`src/hw/rtl/cau_pkg.sv`:
```
package cau_pkg;

   // word format
   localparam int WORD_BITS  = 32;
   localparam int FRAC_BITS  = 16;

   // derived widths
   localparam int PROD_BITS  = 2 * WORD_BITS;          // full product / sum of squares
   localparam int SUM_BITS   = PROD_BITS + 1;          // signed sum of two products
   localparam int MAG_BITS   = PROD_BITS - FRAC_BITS;  // magnitude handed to the clip stage
   localparam int REM_BITS   = PROD_BITS + 2;          // partial remainder in a cell
   localparam int DIV_STEPS  = WORD_BITS;              // first row: quotient bits / root bits
   localparam int ROOT_STEPS = (WORD_BITS + FRAC_BITS + 2) / 2;  // second row of cells
   localparam int ROOT_FIELD = 2 * ROOT_STEPS;
   localparam int FRONT_STAGES = 5;
   localparam int LATENCY    = FRONT_STAGES + DIV_STEPS + 1 + ROOT_STEPS + 1;

   typedef enum logic [2:0] {
      OP_ADD,
      OP_SUB,
      OP_MUL,
      OP_SCALE,
      OP_DIV,
      OP_CONJ,
      OP_SQRT,
      OP_MAG
   } op_type;

   // one digit-recurrence lane: remainder, developed bits, bits still to shift in
   typedef struct packed {
      logic [REM_BITS-1:0]  rem;
      logic [WORD_BITS-1:0] q;
      logic [PROD_BITS-1:0] src;
   } lane_type;

   // everything an item carries down the row of cells
   typedef struct packed {
      logic                 valid;
      op_type               op;
      logic                 neg_re;
      logic                 neg_im;
      logic                 ovf_re;
      logic                 ovf_im;
      logic                 dz;
      logic [MAG_BITS-1:0]  mag_re;
      logic [MAG_BITS-1:0]  mag_im;
      logic [WORD_BITS-1:0] x;
      logic [PROD_BITS-1:0] dvs;
      lane_type             lane_a;
      lane_type             lane_b;
   } stage_type;

endpackage

```
`src/hw/rtl/cau_out.sv`:
```
module cau_out import cau_pkg::*; (
   input  logic                 clock,
   input  logic                 reset,
   input  stage_type            fin,
   output logic                 valid,
   output logic [WORD_BITS-1:0] res_re,
   output logic [WORD_BITS-1:0] res_im,
   output logic                 saturated,
   output logic                 div_zero
);

   logic                 valid_ff, sat_ff, dz_ff;
   logic [WORD_BITS-1:0] re_ff, im_ff;
   logic [MAG_BITS-1:0]  mre, mim;
   logic                 nre, nim;
   logic [WORD_BITS:0]   cre, cim;

   // clip a sign-magnitude value to the word range, flag in the top bit
   function automatic logic [WORD_BITS:0] clip(logic neg, logic [MAG_BITS-1:0] mag);
      logic [MAG_BITS-1:0]  lim;
      logic [MAG_BITS-1:0]  m;
      logic [WORD_BITS-1:0] low;
      logic                 s;
      lim = MAG_BITS'(1) << (WORD_BITS - 1);
      if (!neg) begin
         lim = lim - MAG_BITS'(1);
      end
      if (mag > lim) begin
         m = lim;
         s = 1'b1;
      end else begin
         m = mag;
         s = 1'b0;
      end
      low = m[WORD_BITS-1:0];
      return {s, neg ? -low : low};
   endfunction

   always_comb begin
      unique case (fin.op)
         OP_DIV: begin
            if (fin.dz) begin
               mre = '0;
               mim = '0;
               nre = 1'b0;
               nim = 1'b0;
            end else begin
               mre = fin.ovf_re ? '1 : MAG_BITS'(fin.lane_a.q);
               mim = fin.ovf_im ? '1 : MAG_BITS'(fin.lane_b.q);
               nre = fin.neg_re;
               nim = fin.neg_im;
            end
         end
         OP_MAG: begin
            mre = MAG_BITS'(fin.lane_a.q);
            mim = '0;
            nre = 1'b0;
            nim = 1'b0;
         end
         OP_SQRT: begin
            mre = MAG_BITS'(fin.lane_a.q);
            mim = MAG_BITS'(fin.lane_b.q);
            nre = 1'b0;
            nim = fin.neg_im;
         end
         default: begin
            mre = fin.mag_re;
            mim = fin.mag_im;
            nre = fin.neg_re;
            nim = fin.neg_im;
         end
      endcase
      cre = clip(nre, mre);
      cim = clip(nim, mim);
   end

   always_ff @(posedge clock) begin
      if (reset) begin
         valid_ff <= 1'b0;
         sat_ff   <= 1'b0;
         dz_ff    <= 1'b0;
      end else begin
         valid_ff <= fin.valid;
         sat_ff   <= fin.valid & (cre[WORD_BITS] | cim[WORD_BITS]);
         dz_ff    <= fin.valid & fin.dz & (fin.op == OP_DIV);
      end
      re_ff <= cre[WORD_BITS-1:0];
      im_ff <= cim[WORD_BITS-1:0];
   end

   assign valid     = valid_ff;
   assign res_re    = re_ff;
   assign res_im    = im_ff;
   assign saturated = sat_ff;
   assign div_zero  = dz_ff;

endmodule

```
`config.mk`:
```
export PLATFORM = sky130hd
export DESIGN_NAME = cau_out
export DESIGN_NICKNAME = d
export VERILOG_FILES = /design/src/hw/rtl/cau_pkg.sv /design/src/hw/rtl/cau_out.sv
export SDC_FILE = /design/constraint.sdc
export NUM_CORES = 1
export LEC_CHECK = 0
export BUFFER_PORTS_ARGS = -buffer_cell sky130_fd_sc_hd__buf_2
export CORE_AREA = 2 2 230 232
export CTS_CLUSTER_DIAMETER = 200
export DETAILED_ROUTE_END_ITERATION = 8
export DIE_AREA = 0 0 232 234
export GPL_TIMING_DRIVEN = 0
export REMOVE_ABC_BUFFERS = 1
export SYNTH_ARGS = -nofsm -noshare
export SYNTH_HDL_FRONTEND = slang
export SYNTH_SLANG_ARGS = --single-unit
export TNS_END_PERCENT = 100
```
`constraint.sdc`:
```
create_clock -name clock -period 7 [get_ports clock]
set_input_delay 0.7 -clock clock [delete_from_list [all_inputs] [get_ports clock]]
set_output_delay 0.7 -clock clock [all_outputs]
set_load 0.02 [all_outputs]
```
* After elaboration in Yosys (flattened, before gate mapping)
Cells that the tools add are included.
Cells by class: $add $sub $neg 2, magnitude comparators 2, equal/unequal tests 3, mux-type cells 18, bitwise logic cells 4, reduce and logical (&&, ||, !) cells 1
Operator list (number):
- $mux 32 | 6
- $mux 48 | 4
- $pmux 48 s3 | 1
- $gt 48x32->1 | 2
- $pmux 48 s2 | 1
- $neg 32->32 | 2
- $eq 3x3->1 const B | 3
- $mux 1 | 4
- $pmux 1 s2 | 2
- $and 1x1->1 | 3
- $reduce_or 2->1 | 1
- $or 1x1->1 | 1
Word-level totals: word-level logic and storage cells 35, flip-flop bits (word level) 67, input bits 527, output and inout bits 67

* Depth between registers and ports, before layout
depth in word-level cells 8, depth in mapped cells 27, depth with buffers taken out 22

* Worst setup path after synthesis
OpenSTA, ideal clock, no wires.
path type input to register, from input port fin[523] in the netlist's numbering, to register im_ff[28] (netlist: res_im[28]), arrival time 6710 ps, stages on the path 24, path buffers 8, required time 6881 ps, setup time 119 ps, setup slack 172 ps, cell sequence buf_2 buf_2 nand2_1 and2_1 clkbuf_1 clkbuf_1 clkbuf_1 ha_1 a21o_1 a21o_1 a221o_1 o31ai_1 o211ai_1 clkbuf_1 clkbuf_1 o21ai_0 ha_1 o221ai_1 or4_4 or4_1 buf_2 nor3_4 a41oi_1 o221a_1
On the way: cells in the longest elaborated chain, start to end 7, elaborated cells on any way between the ends 10, classes of those cells add/sub: 1; order compare: 1; eq/ne: 3; mux: 5
Ends and longest elaborated chain:
- start: declaration | RTL line cau_out.sv:4 | input stage_type fin,
- $eq 3x3->1 | RTL line cau_out.sv:40 | unique case (fin.op)
- $pmux 1 s2 | RTL line cau_out.sv:40
- $mux 32 | RTL line cau_out.sv:25 | if (!neg) begin
- $gt 48x32->1 | RTL line cau_out.sv:28 | if (mag > lim) begin
- $mux 32 | RTL line cau_out.sv:28
- $neg 32->32 | RTL line cau_out.sv:36 | return {s, neg ? -low : low};
- $mux 32 * | RTL line cau_out.sv:36
- net cim[28] | RTL line cau_out.sv:16 | logic [WORD_BITS:0] cre, cim;
- end signal: assignment | RTL line cau_out.sv:88 | im_ff <= cim[WORD_BITS-1:0];
- end: declaration | RTL line cau_out.sv:13 | logic [WORD_BITS-1:0] re_ff, im_ff;
The timed path passes the listed nets; every way through them passes the cells marked *. A chain may end at the register's enable or synchronous reset.

* Worst setup path in the final report
from input port fin[522] in the netlist's numbering, to register re_ff[22] (netlist: res_re[22])
On the way: cells in the longest elaborated chain, start to end 8, elaborated cells on any way between the ends 11, classes of those cells add/sub: 1; order compare: 1; eq/ne: 3; mux: 5; reduce/logical: 1
Ends and longest elaborated chain:
- $eq 3x3->1 | RTL line cau_out.sv:40
- $reduce_or 2->1 (no line)
- $pmux 1 s2 | RTL line cau_out.sv:40
- $mux 32 | RTL line cau_out.sv:25
- $gt 48x32->1 | RTL line cau_out.sv:28
- $mux 32 | RTL line cau_out.sv:28
- $neg 32->32 | RTL line cau_out.sv:36
- $mux 32 * | RTL line cau_out.sv:36
- net cre[22] | RTL line cau_out.sv:16
- end signal: assignment | RTL line cau_out.sv:87 | re_ff <= cre[WORD_BITS-1:0];
- end: declaration | RTL line cau_out.sv:13
Marks and branches as above.

==> flow_summary_export.csv <==
group,metric,value,unit
power,p_leak,3.65,nW
cells_and_area,final_nets,1687,
route,drc_errors,0,
timing,fmax,147,MHz
synth,ys_async_sr_fraction,0,%
power,total_power,1.61,mW
timing,period_minus_slack,6.80,ns
timing,finalSetupViolCount,0,
global_route,grt_max_degree,54,
die,die_w,232,um
synth,synth_top_area_cell,"dfxtp_1",
setup_path,crit_path_cell_trace,"buf_2, nand2b_1, nand3_2, a21o_1, o21ai_0, inv_1, ha_1, nand2_1, nor4_1, a21boi_0, o31ai_1, a31o_2, nor2_1, a21oi_1, inv_1, ha_1, nand2_1, nor3b_4, buf_12, nand2_1, o31a_1, a311oi_1",
global_route,track_usage,12.1,%
setup_path,critPathMostFrequentCell,"nand2_1",
timing,hold_viol_final,0,
synth,synthCells,884,
setup_path,worstPathRequired,7.18,ns
route,routed_wl,34.5,mm
setup_path,crit_family,"compound AO/OA/AOI/OAI gates",
cells_and_area,fin_util,17.3,%
setup_path,worstPathArrival,6.98,ns
synth,seq_area_frac_synth,20.4,%
timing,slew_viol_final,0,
synth,synth_edf_count,0,
setup_path,slowest_delay,0.59,ns
global_route,antenna_found_initial,3,
min_path,hold_path_depth,3,
timing,finalCritPeriodShare,97.1,%
cells_and_area,drive_above_1_share,30.2,%
place,portBuffers,237,
global_route,gr-total-overflow,0,
setup_path,critPathBufInv,4,
synth,yosysTopAreaCellShare,20.4,%
route,ant_nets,0,
synth,synthFlopType,"dfxtp_1",
synth,synth.most_common_cell,"nor2_1",
place,routabilityCongestion,0.843,
cells_and_area,multiInputGateArea,0.00499,sq mm
synth,synth.avg_cell_area,7.42,sq um
synth,yosys_warnings,0,
power,p_per_area,179,mW/mm^2
clocking,cts-buffers-inserted,9,
cells_and_area,regArea,0.00134,sq mm
clocking,ctsHoldBuffers,0,
die,core,0.0520,sq mm
place,dp_hpwl,27.3,mm
setup_path,crit_path_end_kind,"register",
synth,synth_common_cells,"nor2_1, a21oi_1, dfxtp_1",
cells_and_area,n_fill_cell,5879,
job,max_cap_viol_count,0,
setup_path,cpMaxStageDelayCell,"nor4_1",
die,die_area,0.0543,sq mm
outcome,status,"complete, no violations",
setup_path,cp_num_cells,22,
clocking,path_clk_slew,0.06,ns
synth,synth_area,0.00656,sq mm
min_path,min_path_type,"input port to register",
clocking,cts_htree_levels,3,
die,fp.dieH,234,um
clocking,cts_tree,"done",
synth,synth_seq_cells,67,
route,avgRoutedWirePerCell,19.3,um
clocking,cts_sinks,67,
synth,synth_area_leaders,"dfxtp_1, ha_1, a21oi_1, nor2_1, o21ai_0",
die,ios,594,
cells_and_area,synthToLayoutAreaGrowth,37.2,%
die,start_util,12.6,%
timing,tns,0,ns
route,avgViaCountPerCell,4.45,
clocking,cts_root_buffer,"clkbuf_16",
setup_path,crit_fanout,22,
route,firstDrtPassIters,5,
timing,max_slew_margin,21.9,%
route,via_count,7967,
timing,worst_pin_slew,1.16,ns
timing,holdWs,0.640,ns
place,place_inst,1759,
global_route,grt_pass1_wl,47.5,mm
global_route,grt_pass1_vias,7200,
power,ir_worst_vdd,96.4,uV
route,drt_iter0_markers,706,
die,row_count,84,
setup_path,worst-setup-path-type,"input port to register",
setup_path,critPathLaunchType,"input port",
synth,synth.distinct_cells,84,
clocking,cts_buffer_depth,2,
cells_and_area,fin_cells,1792,
flip-flops by register name, indices dropped and copies added (netlist names):
| register | count |
|---|---|
| div_zero | 1 |
| res_re | 32 |
| res_im | 32 |
| saturated | 1 |
| valid | 1 |
routing by layer:
metal / part of all wire (%) / global-route usage (%) / up-vias / routed length, um
li1: - / - / 3801 / -
met1: 48 / 17.3 / 3769 / 16600
met2: 43 / 18.0 / 370 / 14800
met3: 6.8 / 2.18 / 27 / 2340
met4: 2.3 / 4.23 / 0 / 777
met5: 0 / 0 / - / 0
report_power, final:
group | internal [mW] | switching (mW) | total [mW]
combinational | 0.236 | 0.437 | 0.673
clock | 0.283 | 0.210 | 0.493
sequential | 0.430 | 0.0164 | 0.447
total | 0.949 | 0.663 | 1.61
logic make-up after synthesis:
family / count (synthesis) / synth area share [%]
and+or+nand+nor: 346 / 26.9
AOI/OAI and AO/OA: 311 / 32.4
buffers and inverters: 79 / 5.47
DFF: 67 / 20.4
adders and majority gates: 66 / 12.6
muxes: 9 / 1.41
xor gates and xnor gates: 6 / 0.801
repair_timing:
item / in CTS / in global routing
setup endpoints to repair: 19 / 13
gates resized for setup: 20 / 7
gates cloned: 4 / 0
pin swaps: 2 / 3
buffers inserted: 0 / 8
stage by stage:
step           cell area (sq um)  worst slack [ns]
4_1_cts                     8880            0.0115
2_1_floorplan               6280             -1.01
5_1_grt                     8990          -0.00880
6_report                    9000             0.200
3_3_place_gp                8330             -4.46
3_5_place_dp                8470             -1.77
layout make-up:
type                            instances  area share, %
Multi-Input combinational cell        740           55.5
Tap cell                              688           9.56
Inverter                               22           1.00
Antenna cell                            5          0.139
Timing Repair Buffer                  252           15.4
Clock inverter                          7          0.945
Sequential cell                        67           14.9
Timing Repair inverter                  2          0.111
Clock buffer                            9           2.50
worst paths after layout:
| check | startpoint | slack, ns | to |
|---|---|---|---|
| max | fin[522] | 0.20 | res_re[22]$_DFF_P_ |
| min | fin[524] | 0.64 | valid$_SDFF_PP0_ |
worst min-delay path: stages:
cell and delay (ns):
buf_2 0.10, nand2b_1 0.10, inv_1 0.06
layout by cell type, fill, tap and decap left out, types with 10 or more instances in the layout:
cell type	n
buf_2	236
nor2_1	105
a21oi_1	94
dfxtp_1	67
ha_1	66
nand2_1	63
o21ai_0	52
nor3_1	36
nand4_1	22
nand3_1	20
inv_1	18
nor4_1	18
and3_1	15
a31oi_1	15
o2bb2ai_1	14
a2bb2oi_1	14
a21o_1	11
or3_1	11
a211oi_1	10
buf_4	10
Power figures use the tool's default switching activity.
