[config.mk]
export PLATFORM = sky130hd
export DESIGN_NAME = cau_cell
export DESIGN_NICKNAME = d
export VERILOG_FILES = /design/src/hw/rtl/cau_pkg.sv /design/src/hw/rtl/cau_cell.sv
export SDC_FILE = /design/constraint.sdc
export NUM_CORES = 1
export LEC_CHECK = 0
export BUFFER_PORTS_ARGS = -buffer_cell sky130_fd_sc_hd__clkbuf_2
export CELL_PAD_IN_SITES_DETAIL_PLACEMENT = 1
export CELL_PAD_IN_SITES_GLOBAL_PLACEMENT = 1
export CORE_AREA = 2 2 410 412
export DETAILED_ROUTE_END_ITERATION = 8
export DIE_AREA = 0 0 412 414
export HOLD_SLACK_MARGIN = 0.12
export PLACE_DENSITY_LB_ADDON = 0.1
export SLEW_MARGIN = 10
export SYNTH_ARGS = -nofsm -noshare
export SYNTH_HDL_FRONTEND = slang
export SYNTH_SLANG_ARGS = --single-unit
[constraint.sdc]
create_clock -name clock -period 13.1 [get_ports clock]
set_clock_uncertainty 0.1 [all_clocks]
set_input_delay 1.965 -clock clock [delete_from_list [all_inputs] [get_ports clock]]
set_output_delay 1.965 -clock clock [all_outputs]
set_load 0.05 [all_outputs]
[src/hw/rtl/cau_pkg.sv]
package cau_pkg;

   // word format
   localparam int WORD_BITS  = 32;
   localparam int FRAC_BITS  = 16;

   // derived widths
   localparam int PROD_BITS  = 2 * WORD_BITS;          // full product / sum of squares
   localparam int SUM_BITS   = PROD_BITS + 1;          // signed sum of two products
   localparam int MAG_BITS   = PROD_BITS - FRAC_BITS;  // magnitude handed to the clip stage
   localparam int REM_BITS   = PROD_BITS + 2;          // partial remainder in a cell
   localparam int DIV_STEPS  = WORD_BITS;              // first row: quotient bits / root bits
   localparam int ROOT_STEPS = (WORD_BITS + FRAC_BITS + 2) / 2;  // second row of cells
   localparam int ROOT_FIELD = 2 * ROOT_STEPS;
   localparam int FRONT_STAGES = 5;
   localparam int LATENCY    = FRONT_STAGES + DIV_STEPS + 1 + ROOT_STEPS + 1;

   typedef enum logic [2:0] {
      OP_ADD,
      OP_SUB,
      OP_MUL,
      OP_SCALE,
      OP_DIV,
      OP_CONJ,
      OP_SQRT,
      OP_MAG
   } op_type;

   // one digit-recurrence lane: remainder, developed bits, bits still to shift in
   typedef struct packed {
      logic [REM_BITS-1:0]  rem;
      logic [WORD_BITS-1:0] q;
      logic [PROD_BITS-1:0] src;
   } lane_type;

   // everything an item carries down the row of cells
   typedef struct packed {
      logic                 valid;
      op_type               op;
      logic                 neg_re;
      logic                 neg_im;
      logic                 ovf_re;
      logic                 ovf_im;
      logic                 dz;
      logic [MAG_BITS-1:0]  mag_re;
      logic [MAG_BITS-1:0]  mag_im;
      logic [WORD_BITS-1:0] x;
      logic [PROD_BITS-1:0] dvs;
      lane_type             lane_a;
      lane_type             lane_b;
   } stage_type;

endpackage

[src/hw/rtl/cau_cell.sv]
module cau_cell import cau_pkg::*; (
   input  logic      clock,
   input  logic      reset,
   input  logic      second,
   input  stage_type prev_stage,
   output stage_type next_stage
);

   stage_type stage_ff, stage_in;
   logic      root_mode;
   logic      active;

   // one restoring step: divide by dvs, or one root bit from two source bits
   function automatic lane_type lane_step(lane_type l, logic sq, logic [PROD_BITS-1:0] dvs);
      logic [REM_BITS-1:0] shifted;
      logic [REM_BITS-1:0] trial;
      logic [REM_BITS:0]   diff;
      lane_type            r;
      if (sq) begin
         shifted = {l.rem[REM_BITS-3:0], l.src[PROD_BITS-1:PROD_BITS-2]};
         trial   = {{(REM_BITS-WORD_BITS-2){1'b0}}, l.q, 2'b01};
         r.src   = {l.src[PROD_BITS-3:0], 2'b00};
      end else begin
         shifted = {l.rem[REM_BITS-2:0], l.src[PROD_BITS-1]};
         trial   = {{(REM_BITS-PROD_BITS){1'b0}}, dvs};
         r.src   = {l.src[PROD_BITS-2:0], 1'b0};
      end
      diff  = {1'b0, shifted} - {1'b0, trial};
      r.rem = diff[REM_BITS] ? shifted : diff[REM_BITS-1:0];
      r.q   = {l.q[WORD_BITS-2:0], ~diff[REM_BITS]};
      return r;
   endfunction

   always_comb begin
      root_mode = (prev_stage.op == OP_SQRT) || (prev_stage.op == OP_MAG);
      active    = !second || (prev_stage.op == OP_SQRT);
      stage_in  = prev_stage;
      stage_in.valid = prev_stage.valid & ~reset;
      if (active) begin
         stage_in.lane_a = lane_step(prev_stage.lane_a, root_mode, prev_stage.dvs);
         stage_in.lane_b = lane_step(prev_stage.lane_b, root_mode, prev_stage.dvs);
      end
   end

   always_ff @(posedge clock) begin
      stage_ff <= stage_in;
   end

   assign next_stage = stage_ff;

endmodule

* Yosys cells after proc, flatten, opt, wreduce, memory -nomap -nowiden
Cells that the tools add are included.
** Word-level totals
- Bits in registers :: 525
- Input bits :: 528
** Operators by class
- Reduce and logical (&&, ||, !) cells :: 3
- Equality and inequality tests :: 2
- Add/subtract/negate cells :: 2
- Bitwise logic cells :: 4
- Multiplexer cells :: 13
** Operators by type and width (number)
- $mux W66 :: 8
- $mux W324 :: 1
- $mux W64 :: 4
- $sub A66 B66 Y67 :: 2
- $eq A3 B3 Y1 const B :: 2
- $not A1 Y1 :: 3
- $logic_or A1 B1 Y1 :: 2
- $and A1 B1 Y1 :: 1
- $logic_not A1 Y1 :: 1

* Logic depth before layout (Yosys ltp)
Gate-level depths: netlist of the first run.
- Word-level depth :: 7
- Depth in mapped cells :: 21

* Worst setup path after synthesis of the first run
Ideal clock, no wire load.
- Path type :: input -> register
- From :: in prev_stage[522] (netlist name)
- To :: reg stage_ff, in the netlist next_stage[323]
- Buffers on the path :: 6
- Library setup time :: 0.116 ns
- Stages on the path :: 19
- Arrival time :: 6.187 ns
- Path slack :: 6.697 ns
- Cells stage by stage :: and2_1 clkbuf_1 clkbuf_1 clkbuf_1 buf_1 clkbuf_1 a21oi_1 ha_1 clkbuf_1 nand2_1 or3_1 nor3_1 o2111ai_1 nand3b_1 a31oi_1 o31a_1 or4_1 a31oi_1 and3b_1
** RTL lines
- start, declared :: RTL line cau_cell.sv:5 : input stage_type prev_stage,
- end signal, assigned :: RTL line cau_cell.sv:46 : stage_ff <= stage_in;
- end, declared :: RTL line cau_cell.sv:9 : stage_type stage_ff, stage_in;

==> results.txt, run 1 <==
status: completed
layout cell share with drive strength beyond 1: 26.8%
complex-gate fraction of the synthesized area: 19.8%
cell area after layout: 36,700 um2
DRC: 0
Synth area leaders: dfxtp_1 (39%), nand2_1 (15%), a21oi_1 (6.2%)
CTS tree: built
Post-synth top cells: nand2_1 (1,050), dfxtp_1 (525), nor2_1 (336), a21oi_1 (330), clkbuf_1 (175)
share of the synthesized area in the top cell type: 39.4%
adder-cell share of the synthesized area: 6.16%
Sw Ratio: 41.1%
vias in the first global route: 30,200
die span in x: 412 um
fill count: 20,300
Worst setup SP type: primary input
synth warn: 0
synthesized area per cell: 7.45 um2
Synth Flop Type: dfxtp_1
clock share of power: 35.3%
crit path DAT: 8170 ps
Mapped Area: 26,700 um2
Synth Register Bits: 525
hold crit path type: primary input to register
sequential share of power: 29.7%
initial antenna violation count: 59
Initial Util: 16.0%
Nets: 5,162
sequential area share after synthesis: 39.4%
root buffer cell: clkbuf_16
Post-CTS Setup Repair Bufs: 0
global-route wire length before repair: 241,000 um
Sw Pwr: 2.57 mW
area of the die: 171,000 um2
RSZ-0062 raised after global routing: false
Final WS setup: 5420 ps
Num CTS Buffers: 74
Final min period: 7680 ps
critical path class: primary input to register
I/O pin count: 1,053
simple-gate area share of the yosys netlist: 25.0%
XOR/XNOR Fraction of Synth Area: 3.61%
# rows: 150
Least-Margin Pin Slew: 1260 ps
vias per inst: 4.27
H-tree levels: 3
via count: 29,000
clk sink count: 525
Final Max Slew Viols: 0
number of flip-flops under the largest register name: 525
final wirelength: 175,000 um
CTS Hold Bufs: 0
Int Power: 3.68 mW
DP HPWL: 144,000 um
I/O Buffers: 1,052
post-route ant nets: 0
final setup vio count: 0
placed cell area: 34,100 um2
pre-CTS WS: 4560 ps
Cells after Synth: 3,576
clk buf depth: 3
Max-Cap Viols: 0
Syn-to-layout area delta: 37.7%
Slew headroom: 15.9%
pwr/cell area: 170 nW/um2
Worst EP required: 13,590 ps
Synth Net Count: 4,234
total core area: 166,000 um2
element type at the critical path end: register
number of synthesized flops with an enable pin: 0
die height: 414 um
Max Clock Freq: 130 MHz
largest family of logic cells by synthesized area: simple AND/OR/NAND/NOR gates
Total GRT Usage: 19.8%
router iterations before antenna repair: 5
Netlist cell types: 79
leading area contributor after synthesis: dfxtp_1
Tcrit/Tclk final: 58.6%
post-synthesis mux area share: 2.06%
drt initial violations: 1,399
Final Wtd Congestion: 0.861
Post-synth ARST share: 0%
Peak VDD IR: 88.4 uV
DR WL/cell: 25.8 um
grt ovf: 0
most frequent cell after synthesis: nand2_1
combinational cell fraction of total power: 35.0%
post_cts resized: 0
setup TNS: 0 ps
crit-path max FO: 127
final hold violations: 0
clk slew on worst S/H paths: 60 ps
pin count of the biggest net entering global routing: 192
Pleak: 17.7 nW
-- routing by layer --
layer | global-route usage (%) | share of wire, % | wire (um) | vias to the layer above
li1 | - | - | - | 14100
met1 | 23.4 | 42 | 72500 | 13900
met2 | 35.6 | 50 | 88100 | 745
met3 | 4.25 | 5.5 | 9620 | 210
met4 | 5.55 | 2.5 | 4330 | 22
met5 | 0 | 0.085 | 148 | -
-- through the flow --
stage	std cells	total power, mW	hold slack [ps]	utilization, %
floorplan	3576	3.31	1890	-
global placement	6632	4.12	1970	20.5
detailed placement	6632	4.10	1970	20.5
CTS	6766	6.38	1190	22.1
global route	6774	6.58	1230	22.1
finish	6780	6.25	1280	22.1
-- cell usage in the layout (no fill, tap or decap), types with 7 or more instances in the layout --
master / synthesis / routed
a211o_1: 7 / 7
a211oi_1: 24 / 24
a21boi_0: 9 / 9
a21o_1: 51 / 51
a21oi_1: 330 / 330
a31oi_1: 147 / 147
and2_1: 50 / 49
and3_1: 7 / 7
buf_4: 3 / 15
bufinv_16: 0 / 8
clkbuf_1: 175 / 10
clkbuf_16: 0 / 77
clkbuf_2: 2 / 1052
clkbuf_8: 0 / 16
clkinv_2: 0 / 7
dfxtp_1: 525 / 525
diode_2: 0 / 14
ha_1: 128 / 128
inv_1: 43 / 43
mux2i_1: 48 / 48
nand2_1: 1050 / 1049
nand2b_1: 17 / 17
nand3_1: 39 / 39
nand4_1: 43 / 43
nor2_1: 336 / 336
nor2b_1: 12 / 12
nor3_1: 24 / 24
nor4_1: 9 / 9
o2111ai_1: 7 / 7
o211ai_1: 15 / 15
o21a_1: 21 / 20
o21ai_0: 154 / 153
o21bai_1: 34 / 34
o22ai_1: 8 / 8
o31ai_1: 9 / 9
or3_1: 12 / 12
xnor2_1: 65 / 65
xor2_1: 45 / 45
-- power groups by stage --
stage / clock network, mW / registers, mW / logic, mW
after floorplan: 0 / 2.50 / 0.815
after global placement: 0 / 1.89 / 2.22
after detailed placement: 0 / 1.89 / 2.21
after CTS: 2.30 / 1.86 / 2.22
after global routing: 2.36 / 1.87 / 2.36
final: 2.20 / 1.85 / 2.19
-- path summary, 6_finish.rpt --
| check | startpoint | to | slack, ps | cells past startpoint |
|---|---|---|---|---|
| hold / removal | prev_stage[454] | next_stage[454]$_DFF_P_ | 1280 | 1 |
| setup / recovery | prev_stage[522] | next_stage[285]$_DFF_P_ | 5420 | 17 |
-- worst max-delay path, stage by stage --
cell and delay (ps):
clkbuf_2 130, and2_4 490, buf_12 550, mux2i_1 220, ha_1 270, fa_1 460, nand2b_1 190, a21oi_1 190
o21ai_0 270, o31ai_1 640, a21o_1 300, a21oi_1 200, o41ai_4 230, buf_4 490, buf_4 730, mux2_2 410
mux2_2 260
-- final cells by class --
cell class	instances	area [um2]	share of cell area [%]
diodes	14	35.0	0.0954
clock buffers	103	2180	5.95
clock inverters	31	434	1.18
inverters	43	161	0.440
multi-input cells	2788	15100	41.3
flip-flops and latches	525	10500	28.6
well taps	2204	2760	7.51
repair buffers	1072	5480	14.9
-- logic make-up (layout without fill, tap and decap cells) --
kind of cell | Yosys count | in the layout
fa+ha+maj | 130 | 130
compound gates | 870 | 870
buf+inv | 263 | 1249
flops | 525 | 525
xor+xnor | 110 | 110
simple gates | 1624 | 1624
mux | 54 | 54
other cells | 0 | 14
Note: power is estimated with default switching activity, not from simulation.
==> run 2: changes to the inputs <==
Settings changed: CORE_AREA 2 2 410 412 to 2 2 415 417, DIE_AREA 0 0 412 414 to 0 0 417 419.
Clock period 13.1 ns to 7.45 ns, I/O delays scaled along.
==> run 2 against run 1 <==
Net effect:
- via count up 0.20%
- total power increased by 75%
- count of clock-buffer cells in the layout is 7 lower
- design area is 0.63% higher
- non-clock buffer count rose by 27
- critical path depth is 1 higher
- critical path type unchanged
==> results.txt, run 2 (synthesized netlist as in run 1, its figures left out) <==
Tcrit/Tclk final: 75.2%
Post-CTS Setup Repair Bufs: 0
clk sink count: 525
final hold violations: 0
Syn-to-layout area delta: 38.6%
fill count: 20,700
post-route ant nets: 0
final wirelength: 173,000 um
DP Cell Count: 6,688
Peak VDD IR: 156 uV
pre-CTS WS: 1030 ps
total power: 10.9 mW
Pleak: 17.8 nW
vias in the first global route: 30,400
Final Wtd Congestion: 0.848
Final Max Slew Viols: 0
hold crit path type: primary input to register
I/O Buffers: 1,052
setup TNS: 0 ps
Max Clock Freq: 179 MHz
commonest non-fill, non-tap cell in the layout: clkbuf_2
number of flip-flops under the largest register name: 525
DP HPWL: 145,000 um
Nets: 5,190
DR WL/cell: 25.3 um
grt ovf: 0
post-route non-filler standard cell count: 6,832
Final min period: 5600 ps
drt initial violations: 1,359
cell area after layout: 36,900 um2
total core area: 171,000 um2
Max-Cap Viols: 0
Worst EP required: 7920 ps
initial antenna violation count: 54
Num CTS Buffers: 75
Final WS setup: 1850 ps
vias per inst: 4.25
area of the multi-input gates: 15,100 um2
Buf/Inv on CP: 4
post_cts resized: 0
clk buf depth: 3
commonest non-fill, non-tap cells in the layout: clkbuf_2 (1,052), nand2_1 (1,049), dfxtp_1 (525)
critical path class: primary input to register
H-tree levels: 3
Worst path max stage delay: 680 ps
final setup vio count: 0
via count: 29,000
register area: 10,500 um2
pin count of the biggest net entering global routing: 142
crit path DAT: 6070 ps
CP Cell Sequence: clkbuf_2 -> and2_4 -> buf_4 -> nand2_1 -> nand2_1 -> inv_1 -> fa_1 -> nor2b_1 -> o31a_1 -> a211oi_1 -> o41a_1 -> a2111oi_4 -> o311ai_2 -> o31ai_4 -> buf_4 -> o211ai_1 -> xor2_1 -> o21ai_1
Slew headroom: 36.6%
die height: 419 um
clk slew on worst S/H paths: 60 ps
I/O pin count: 1,053
CTS tree: built
# rows: 152
Total GRT Usage: 19.1%
Least-Margin Pin Slew: 951 ps
area of the die: 175,000 um2
crit-path max FO: 20
element type at the critical path end: register
placed cell area: 34,400 um2
die span in x: 417 um
Worst setup SP type: primary input
layout cell share with drive strength beyond 1: 27.1%
pwr/cell area: 295 nW/um2
CTS Hold Bufs: 0
Fin Hold WS: 400 ps
RSZ-0062 raised after global routing: false
global-route wire length before repair: 238,000 um
root buffer cell: clkbuf_16
Core Util, Final: 21.7%
Initial Util: 15.6%
slowest stage cell, crit path: o31ai_4
router iterations before antenna repair: 5
status: completed
DRC: 0
CP delay by family, top: compound AO/OA/AOI/OAI gates
[run 2: cell types whose count changed in the layout (fill, tap and decap cells not counted), moves of 4 or more]
cell | previous run | this run
buf_4 | 15 | 37
buf_12 | 5 | 10
clkbuf_8 | 16 | 11
clkinv_2 | 7 | 12
clkinv_16 | 0 | 4
[run 2: routing by layer]
metal | part of all wire, % | GRT usage (%) | routed length [um] | up-vias
met5 | 0.0058 | 0 | 10 | -
met4 | 3.2 | 6.45 | 5620 | 2
met3 | 3.8 | 3.24 | 6520 | 237
met2 | 54 | 36.7 | 93400 | 741
met1 | 39 | 20.9 | 67500 | 13900
li1 | - | - | - | 14100
[run 2: report_power, final]
part / switching, mW / total [mW] / internal, mW
Sequential: 0.137 / 3.27 / 3.13
Clock: 1.58 / 3.80 / 2.22
Combinational: 2.82 / 3.84 / 1.02
[run 2: path summary, 6_finish.rpt]
check,to,start,cells after the start,slack [ps]
setup / recovery,next_stage[161]$_DFF_P_,prev_stage[522],18,1850
hold / removal,next_stage[490]$_DFF_P_,prev_stage[490],1,400
[run 2: layout make-up]
cell class              count  area share, %
repair buffers           1099           15.5
multi-input cells        2788           41.0
well taps                2233           7.56
clock buffers              96           5.59
clock inverters            31           1.29
diodes                     17          0.115
inverters                  43          0.437
flip-flops and latches    525           28.5
