[src/hw/rtl/cau_pkg.sv]
package cau_pkg;

   // word format
   localparam int WORD_BITS  = 32;
   localparam int FRAC_BITS  = 16;

   // derived widths
   localparam int PROD_BITS  = 2 * WORD_BITS;          // full product / sum of squares
   localparam int SUM_BITS   = PROD_BITS + 1;          // signed sum of two products
   localparam int MAG_BITS   = PROD_BITS - FRAC_BITS;  // magnitude handed to the clip stage
   localparam int REM_BITS   = PROD_BITS + 2;          // partial remainder in a cell
   localparam int DIV_STEPS  = WORD_BITS;              // first row: quotient bits / root bits
   localparam int ROOT_STEPS = (WORD_BITS + FRAC_BITS + 2) / 2;  // second row of cells
   localparam int ROOT_FIELD = 2 * ROOT_STEPS;
   localparam int FRONT_STAGES = 5;
   localparam int LATENCY    = FRONT_STAGES + DIV_STEPS + 1 + ROOT_STEPS + 1;

   typedef enum logic [2:0] {
      OP_ADD,
      OP_SUB,
      OP_MUL,
      OP_SCALE,
      OP_DIV,
      OP_CONJ,
      OP_SQRT,
      OP_MAG
   } op_type;

   // one digit-recurrence lane: remainder, developed bits, bits still to shift in
   typedef struct packed {
      logic [REM_BITS-1:0]  rem;
      logic [WORD_BITS-1:0] q;
      logic [PROD_BITS-1:0] src;
   } lane_type;

   // everything an item carries down the row of cells
   typedef struct packed {
      logic                 valid;
      op_type               op;
      logic                 neg_re;
      logic                 neg_im;
      logic                 ovf_re;
      logic                 ovf_im;
      logic                 dz;
      logic [MAG_BITS-1:0]  mag_re;
      logic [MAG_BITS-1:0]  mag_im;
      logic [WORD_BITS-1:0] x;
      logic [PROD_BITS-1:0] dvs;
      lane_type             lane_a;
      lane_type             lane_b;
   } stage_type;

endpackage

[src/hw/rtl/cau_mid.sv]
module cau_mid import cau_pkg::*; (
   input  logic      clock,
   input  logic      reset,
   input  stage_type prev_stage,
   output stage_type next_stage
);

   stage_type              stage_ff, stage_in;
   logic [WORD_BITS+1:0]   m_ext, x_ext, sum_a, sum_b;
   logic [ROOT_FIELD-1:0]  field_a, field_b;

   always_comb begin
      m_ext   = {2'b00, prev_stage.lane_a.q};
      x_ext   = {{2{prev_stage.x[WORD_BITS-1]}}, prev_stage.x};
      sum_a   = m_ext + x_ext;
      sum_b   = m_ext - x_ext;
      field_a = ROOT_FIELD'({sum_a, {(FRAC_BITS-1){1'b0}}});
      field_b = ROOT_FIELD'({sum_b, {(FRAC_BITS-1){1'b0}}});
      stage_in = prev_stage;
      stage_in.valid = prev_stage.valid & ~reset;
      if (prev_stage.op == OP_SQRT) begin
         stage_in.lane_a.rem = '0;
         stage_in.lane_a.q   = '0;
         stage_in.lane_a.src = {field_a, {(PROD_BITS-ROOT_FIELD){1'b0}}};
         stage_in.lane_b.rem = '0;
         stage_in.lane_b.q   = '0;
         stage_in.lane_b.src = {field_b, {(PROD_BITS-ROOT_FIELD){1'b0}}};
      end
   end

   always_ff @(posedge clock) begin
      stage_ff <= stage_in;
   end

   assign next_stage = stage_ff;

endmodule

[config.mk]
export PLATFORM = sky130hd
export DESIGN_NAME = cau_mid
export DESIGN_NICKNAME = d
export VERILOG_FILES = /design/src/hw/rtl/cau_pkg.sv /design/src/hw/rtl/cau_mid.sv
export SDC_FILE = /design/constraint.sdc
export NUM_CORES = 1
export LEC_CHECK = 0
export BUFFER_PORTS_ARGS = -buffer_cell sky130_fd_sc_hd__clkbuf_2
export CAP_MARGIN = 20
export CORE_AREA = 2 2 406 408
export DETAILED_ROUTE_END_ITERATION = 8
export DIE_AREA = 0 0 408 410
export GPL_TIMING_DRIVEN = 0
export SYNTH_ARGS = -nofsm -noshare
export SYNTH_HDL_FRONTEND = slang
export SYNTH_SLANG_ARGS = --single-unit
export TNS_END_PERCENT = 10
[constraint.sdc]
create_clock -name clock -period 6.05 [get_ports clock]
set_clock_uncertainty 0.1 [all_clocks]
set_input_delay 0.605 -clock clock [delete_from_list [all_inputs] [get_ports clock]]
set_output_delay 0.605 -clock clock [all_outputs]
set_load 0.02 [all_outputs]
==> Word level (Yosys, flattened, before mapping) <==
Cells that the tools add are included.
{ "totals": {"register_bits": 525, "input_bits": 527, "output_inout_bits": 525, "wordCells": 25} }
{ "classes": {"add_sub_neg": 2, "eq_ne": 1, "mux": 1, "bitwise": 2} }
{ "op_table": {"columns": ["cell", "count"], "rows": [
  ["$mux 225", 1],
  ["$add 33x32->34", 1],
  ["$sub 33x32->34", 1],
  ["$eq 3x3->1 const B", 1],
  ["$and 1x1->1", 1],
  ["$not 1->1", 1]
]} }

==> Depth between registers and ports, before layout <==
Gate-level depths: netlist of run 1.
{ "logic_depth": {"depth_word": 2, "ltp_mapped": 12, "mapped_depth_nobuf": 12} }

==> Worst setup path before layout of run 1 <==
OpenSTA, ideal clock, no wires.
{ "synth_path": {"kind": "input -> register", "start": "input prev_stage[394] (netlist bit)", "end": "register stage_ff (netlist bit next_stage[219])", "arrival_ps": 2888, "required_ps": 5829, "setup_slack_ps": 2941, "stages": 11, "cell_sequence": "inv_1 > ha_1 > buf_6 > or3_4 > a2111o_1 > a311oi_2 > o31a_2 > a31oi_2 > o21ai_2 > xnor2_1 > mux2_4"} }
{ "synth_rtl": {"columns": ["item", "line_no", "rtl"], "rows": [
  ["start, declared", "cau_mid.sv:4", "input stage_type prev_stage,"],
  ["end signal, assigned", "cau_mid.sv:32", "stage_ff <= stage_in;"],
  ["end, declared", "cau_mid.sv:8", "stage_type stage_ff, stage_in;"]
]} }

==> results.py, run 1 <==
metrics = {
    "clock_network": {
        "post_cts_buffers": 0,
        "cts_max_path_buffers": 3,
        "h-tree-depth": 3,
        "cts_resized": 0,
        "cts_tree": "built",
        "cts_sinks": 525,
        "path_clk_slew_ns": 0.06,
        "numCtsBuffers": 66,
        "hold_buffers": 400,
        "cts-root-buf": "clkbuf_16",
    },
    "logic_synthesis": {
        "async_flop_share": 0,
        "synthesis.area_mm2": 0.0170,
        "yosys-top-cells-area": "dfxtp_1 (62%), and2_1 (9.5%), ha_1 (4.9%)",
        "synth_top_area_frac": 0.619,
        "syn_nets": 2175,
        "ys_seq_elements": 525,
        "synth_edf_count": 0,
        "yosysWarnings": 0,
        "yosysSeqAreaShare": 0.619,
        "syn_inst": 1580,
        "ys_types": 67,
        "synth_flop_cell": "dfxtp_1",
        "yosysTopAreaCell": "dfxtp_1",
        "synth_area_per_cell_um2": 10.7,
    },
    "pwr": {
        "clockPowerShare": 0.429,
        "switchingPower_w": 0.00300,
        "power_density_mw_per_mm2": 310,
        "p_leak_nw": 14.5,
        "swShare": 0.308,
        "seqPwrFrac": 0.386,
        "power_frac_comb": 0.186,
        "internal-power_w": 0.00675,
        "ir_worst_vdd_uv": 265,
    },
    "grt": {
        "grt_overflow": 0,
        "grt_pass1_vias": 18600,
        "antenna_found_initial": 125,
        "grt_max_degree": 15,
        "grt_use_total": 0.155,
        "grt_pass1_wl_um": 172000,
    },
    "setup_path": {
        "cpLargestDelayFamily": "compound AO/OA/AOI/OAI gates",
        "max_stage_delay_ns": 0.79,
        "end_kind": "flop",
        "cp.required_ns": 6.47,
        "critPathBufInv": 4,
        "cp_cell_sequence": "dlygate4sd3_1 > clkbuf_2 > inv_1 > ha_1 > inv_1 > fa_1 > a21o_1 > a31o_2 > a211oi_1 > o41ai_2 > a211oi_1 > o31ai_1 > xnor2_1 > o21ai_0",
        "crit_path_start_kind": "input pin",
        "worstPathArrival_ns": 5.21,
        "crit_type": "input pin to flop",
        "slowest_stage": "a211oi_1",
        "cp_max_fo": 3,
    },
    "layout": {
        "final_cells": 5383,
        "largest_reg_flops": 525,
        "nets": 3702,
        "area_growth_pct": 85.1,
        "drive_gt1_frac": 0.380,
    },
    "floorplan": {
        "die_area_mm2": 0.167,
        "dieHeight_um": 410,
        "core_mm2": 0.163,
        "initial_utilization": 0.104,
        "placementRows": 149,
        "io_pins": 1052,
        "die_x_um": 408,
    },
    "detailed_routing": {
        "topRoutingLayerUsed": "met5",
        "wl_um": 134000,
        "drt_iter0_drc": 1117,
        "firstDrtPassIters": 5,
        "routed_via_density": 3.41,
        "drc": 0,
        "ant_nets": 0,
        "route.met2.wl_um": 60800,
        "wire_per_inst_um": 24.9,
        "wl_met1_um": 55800,
        "vias": 18300,
        "routed-wl-met3_um": 12400,
    },
    "flow_run": {
        "maxCapViolations": 0,
    },
    "worst_hold_path": {
        "hp-start": "prev_stage[86]",
        "hold_depth": 2,
        "worstHoldEndpoint": "next_stage[86]$_SDFF_PN0_",
        "hp-class": "input pin to flop",
    },
    "sta": {
        "fin_tns_setup_ns": 0,
        "setup_viol": 0,
        "rsz0062_at_grt": "false",
        "period_share": 0.791,
        "hold_ws_ns": 0.0694,
        "drv_slew": 0,
        "min_period_ns": 4.78,
        "tightest_slew_ns": 1.09,
        "hold_violations": 0,
        "fmaxAchievable_ghz": 0.209,
        "relSlewSlack": 0.266,
    },
    "place": {
        "placed_cells_incl_taps": 4827,
        "place_congestion": 0.930,
        "dp_hpwl_um": 115000,
        "port_buffers": 1051,
    },
    "outcome": {
        "status": "finished, final reports clean",
    },
}
final cells by class:
type / count / area, µm²
diodes: 36 / 90.1
repair buffers: 1459 / 9350
fillers: 18100 / 132000
clock inverters: 39 / 483
plain buffers: 74 / 299
flip-flops and latches: 525 / 10500
multi-input cells: 917 / 5940
well taps: 2189 / 2740
inverters: 64 / 240
clock buffers: 80 / 1800
cells in the mapped netlist, drive strengths merged (8+ instances only):
cell	instances
nor3	13
a211oi	8
inv	64
ha	66
xnor2	50
and2	257
clkbuf	59
nand2b	8
o21bai	14
nand3	11
dfxtp	525
o21ai	90
nor2	65
o31ai	14
buf	15
a21o	16
nand4	13
nor2b	14
a21oi	64
nor4	12
nand2	105
through the flow:
stage | utilization | total power (W) | worst slack (ns) | cell area (µm²)
after global routing | 0.192 | 0.0101 | 1.16 | 31400
after CTS | 0.192 | 0.00992 | 1.15 | 31300
after detailed placement | 0.153 | 0.00539 | 1.09 | 25100
after floorplan | - | 0.00456 | 2.94 | 17000
final | 0.192 | 0.00975 | 1.27 | 31400
after global placement | 0.153 | 0.00538 | 0.676 | 25000
placed cells by master (no fill, tap or decap), drive strengths merged, types with 6 or more instances in the layout:
cell type,n
nand2,105
a21boi,7
ha,66
nand2b,8
o21bai,14
dlygate4sd3,400
nor2b,14
xnor2,50
nor3,13
nor4,12
o21ai,90
and2,257
buf,23
o211ai,6
a21oi,64
diode,36
dfxtp,525
xor2,7
a21o,16
a211oi,8
o31ai,14
clkinv,19
clkbuf,1190
nand4,13
nand3,11
and3,6
nor2,65
inv,74
kinds of logic after synthesis:
group,Yosys count,synth area share
DFF,525,0.619
muxes,6,0.00383
adders and majority gates,68,0.0510
buffers and inverters,138,0.0316
and+or+nand+nor,523,0.167
xor gates and xnor gates,57,0.0294
AOI/OAI and AO/OA,263,0.0980
power groups by stage:
stage	clock (W)	sequential, W	combinational [W]
after floorplan	0	0.00411	0.000451
after global placement	0	0.00383	0.00155
after detailed placement	0	0.00383	0.00155
after CTS	0.00434	0.00376	0.00182
after global routing	0.00445	0.00378	0.00192
final	0.00418	0.00376	0.00181
how the worst max path moves through the flow:
stage	from	endpoint	slack (ns)	depth (start not counted)
2_1_floorplan	prev_stage[394]	next_stage[219]$_DFF_P_	2.94	11
5_1_grt	prev_stage[226]	next_stage[61]$_DFF_P_	1.16	14
3_5_place_dp	prev_stage[226]	next_stage[61]$_DFF_P_	1.09	13
6_report	prev_stage[226]	next_stage[61]$_DFF_P_	1.27	14
4_1_cts	prev_stage[226]	next_stage[61]$_DFF_P_	1.15	14
3_3_place_gp	prev_stage[408]	next_stage[54]$_DFF_P_	0.68	12
per-layer routing:
metal | vias up | track usage
li1 | 8321 | -
met1 | 8671 | 0.188
met2 | 1036 | 0.253
met3 | 283 | 0.0518
met4 | 32 | 0.0559
met5 | - | 0
No activity file was read; power rests on OpenSTA's default activity.
==> run 2, diff against run 1 <==
--- a/config.mk
+++ b/config.mk
@@ -7,9 +7,9 @@
 export LEC_CHECK = 0
 export BUFFER_PORTS_ARGS = -buffer_cell sky130_fd_sc_hd__clkbuf_2
 export CAP_MARGIN = 20
-export CORE_AREA = 2 2 406 408
+export CORE_AREA = 2 2 415 417
 export DETAILED_ROUTE_END_ITERATION = 8
-export DIE_AREA = 0 0 408 410
+export DIE_AREA = 0 0 417 419
 export GPL_TIMING_DRIVEN = 0
 export SYNTH_ARGS = -nofsm -noshare
 export SYNTH_HDL_FRONTEND = slang
==> constraint.sdc (replaced) <==
create_clock -name clock -period 4.06 [get_ports clock]
set_clock_uncertainty 0.1 [all_clocks]
set_input_delay 0.406 -clock clock [delete_from_list [all_inputs] [get_ports clock]]
set_output_delay 0.406 -clock clock [all_outputs]
set_load 0.02 [all_outputs]
==> run 2 against run 1 <==
Clock power grew 43%. Cell area increased by 3.9%. Combinational power up 55%. Global-route usage shrank 1.3 points. Sequential power grew 49%. Total power rose by 48%. Via count is 2.6% higher. Sequential cell count is the same. Die area rose by 4.4%. First-iteration DRC count is 5.6% higher. Core utilization shrank 0.073 points. Largest power group unchanged.
==> results.py, run 2 (same netlist as run 1, synthesis figures left out) <==
metrics = {
    "sta": {
        "hold_violations": 0,
        "period_share": 0.993,
        "fin_tns_setup_ns": 0,
        "min_period_ns": 4.03,
        "relSlewSlack": 0.271,
        "setup_viol": 0,
        "drv_slew": 0,
        "tightest_slew_ns": 1.08,
        "fmaxAchievable_ghz": 0.248,
        "rsz0062_at_grt": "false",
    },
    "layout": {
        "nets": 3826,
        "area_growth_pct": 92.4,
        "n_fill_cell": 18800,
        "final_util": 0.192,
        "largest_reg_flops": 525,
        "final_common_cell": "clkbuf_2",
        "drive_gt1_frac": 0.365,
        "most-common-layout-cells": "clkbuf_2 (1,054), dfxtp_1 (525), dlygate4sd3_1 (520)",
    },
    "setup_path": {
        "crit_type": "input pin to flop",
        "cp.required_ns": 4.46,
        "startpoint": "prev_stage[406]",
        "worstPathArrival_ns": 4.43,
        "cp_max_fo": 5,
        "cp_cell_sequence": "dlygate4sd3_1 > clkbuf_2 > inv_1 > ha_1 > inv_1 > nor3_1 > nand2_1 > nor4bb_1 > nor2_1 > o21ai_0 > xnor2_1 > o21ai_0",
        "max_stage_delay_ns": 0.88,
        "crit_path_end": "next_stage[54]$_DFF_P_",
        "crit_path_start_kind": "input pin",
        "slowest_stage": "nor3_1",
        "end_kind": "flop",
    },
    "pwr": {
        "ir_worst_vdd_uv": 268,
        "p_leak_nw": 15.0,
        "power_density_mw_per_mm2": 440,
    },
    "floorplan": {
        "die_x_um": 417,
        "core_mm2": 0.171,
        "dieHeight_um": 419,
        "die_area_mm2": 0.175,
        "placementRows": 152,
        "io_pins": 1052,
        "initial_utilization": 0.0995,
    },
    "flow_run": {
        "maxCapViolations": 0,
    },
    "grt": {
        "antenna_found_initial": 80,
        "grt_max_degree": 14,
        "grt_use_total": 0.141,
        "grt_pass1_wl_um": 165000,
        "grt_pass1_vias": 18900,
        "grt_overflow": 0,
    },
    "clock_network": {
        "cts_sinks": 525,
        "cts_tree": "built",
        "cts_max_path_buffers": 3,
        "numCtsBuffers": 66,
        "cts-root-buf": "clkbuf_16",
        "path_clk_slew_ns": 0.06,
        "h-tree-depth": 3,
    },
    "detailed_routing": {
        "route.met2.wl_um": 65800,
        "drc": 0,
        "wl_met1_um": 47600,
        "routed_via_density": 3.39,
        "firstDrtPassIters": 5,
        "routed-wl-met3_um": 9990,
        "drt_iter0_drc": 1179,
        "vias": 18800,
        "topRoutingLayerUsed": "met5",
        "wl_um": 130000,
        "wire_per_inst_um": 23.4,
        "ant_nets": 0,
    },
    "place": {
        "dp_hpwl_um": 109000,
        "port_buffers": 1051,
        "place_congestion": 0.884,
    },
    "worst_hold_path": {
        "hp-class": "input pin to flop",
    },
    "outcome": {
        "status": "finished, final reports clean",
    },
}
run 2: cell type report:
cell class | count | area [µm²] | area share
repair buffers | 1583 | 10600 | 0.325
flip-flops and latches | 525 | 10500 | 0.322
multi-input cells | 917 | 5940 | 0.182
well taps | 2233 | 2790 | 0.0855
clock buffers | 87 | 1820 | 0.0557
clock inverters | 32 | 342 | 0.0105
plain buffers | 74 | 300 | 0.00919
inverters | 64 | 240 | 0.00735
diodes | 43 | 108 | 0.00329
run 2: how the worst min path moves through the flow:
stage	cells past startpoint	to	from
2_1_floorplan	0	next_stage[324]$_DFF_P_	prev_stage[324]
3_3_place_gp	1	next_stage[332]$_DFF_P_	prev_stage[332]
3_5_place_dp	1	next_stage[339]$_DFF_P_	prev_stage[339]
4_1_cts	2	next_stage[313]$_SDFF_PN0_	prev_stage[313]
5_1_grt	2	next_stage[313]$_SDFF_PN0_	prev_stage[313]
6_report	2	next_stage[313]$_SDFF_PN0_	prev_stage[313]
run 2: repair_timing:
action                                  CTS  global route
hold buffers                            520             0
gates resized for setup                   0             2
endpoints found under the setup margin    0             3
setup buffers                             0             2
endpoints found under the hold margin   518             0
run 2: per-layer routing:
metal,vias to the layer above,GRT usage
li1,8539,-
met1,9075,0.150
met5,-,0
met4,28,0.0674
met2,901,0.252
met3,278,0.0460
run 2: through the flow:
stage | instance area, µm² | total power [W] | setup slack, ns | instances | hold slack [ns]
global route | 32600 | 0.0149 | 0.0216 | 5524 | 0.0116
finish | 32700 | 0.0144 | 0.0274 | 5558 | 0.0507
floorplan | 17000 | 0.00679 | 1.15 | 1580 | 0.334
detailed placement | 25200 | 0.00805 | -0.567 | 4874 | 0.410
CTS | 32600 | 0.0146 | 0.0294 | 5513 | 0.00395
global placement | 25000 | 0.00804 | -0.940 | 4864 | 0.409
run 2: worst max-delay path: cells and delay by family:
family,cells,cell delay (ns)
buf+inv,4,0.92
xor+xnor,1,0.26
fa+ha+maj,1,0.34
compound gates,2,0.50
simple gates,4,1.99
run 2: where the power goes:
| group | internal, W | leakage (nW) | switching (W) |
|---|---|---|---|
| registers | 0.00549 | 4.43 | 0.000115 |
| logic | 0.00109 | 9.56 | 0.00172 |
| clock network | 0.00341 | 1.04 | 0.00256 |
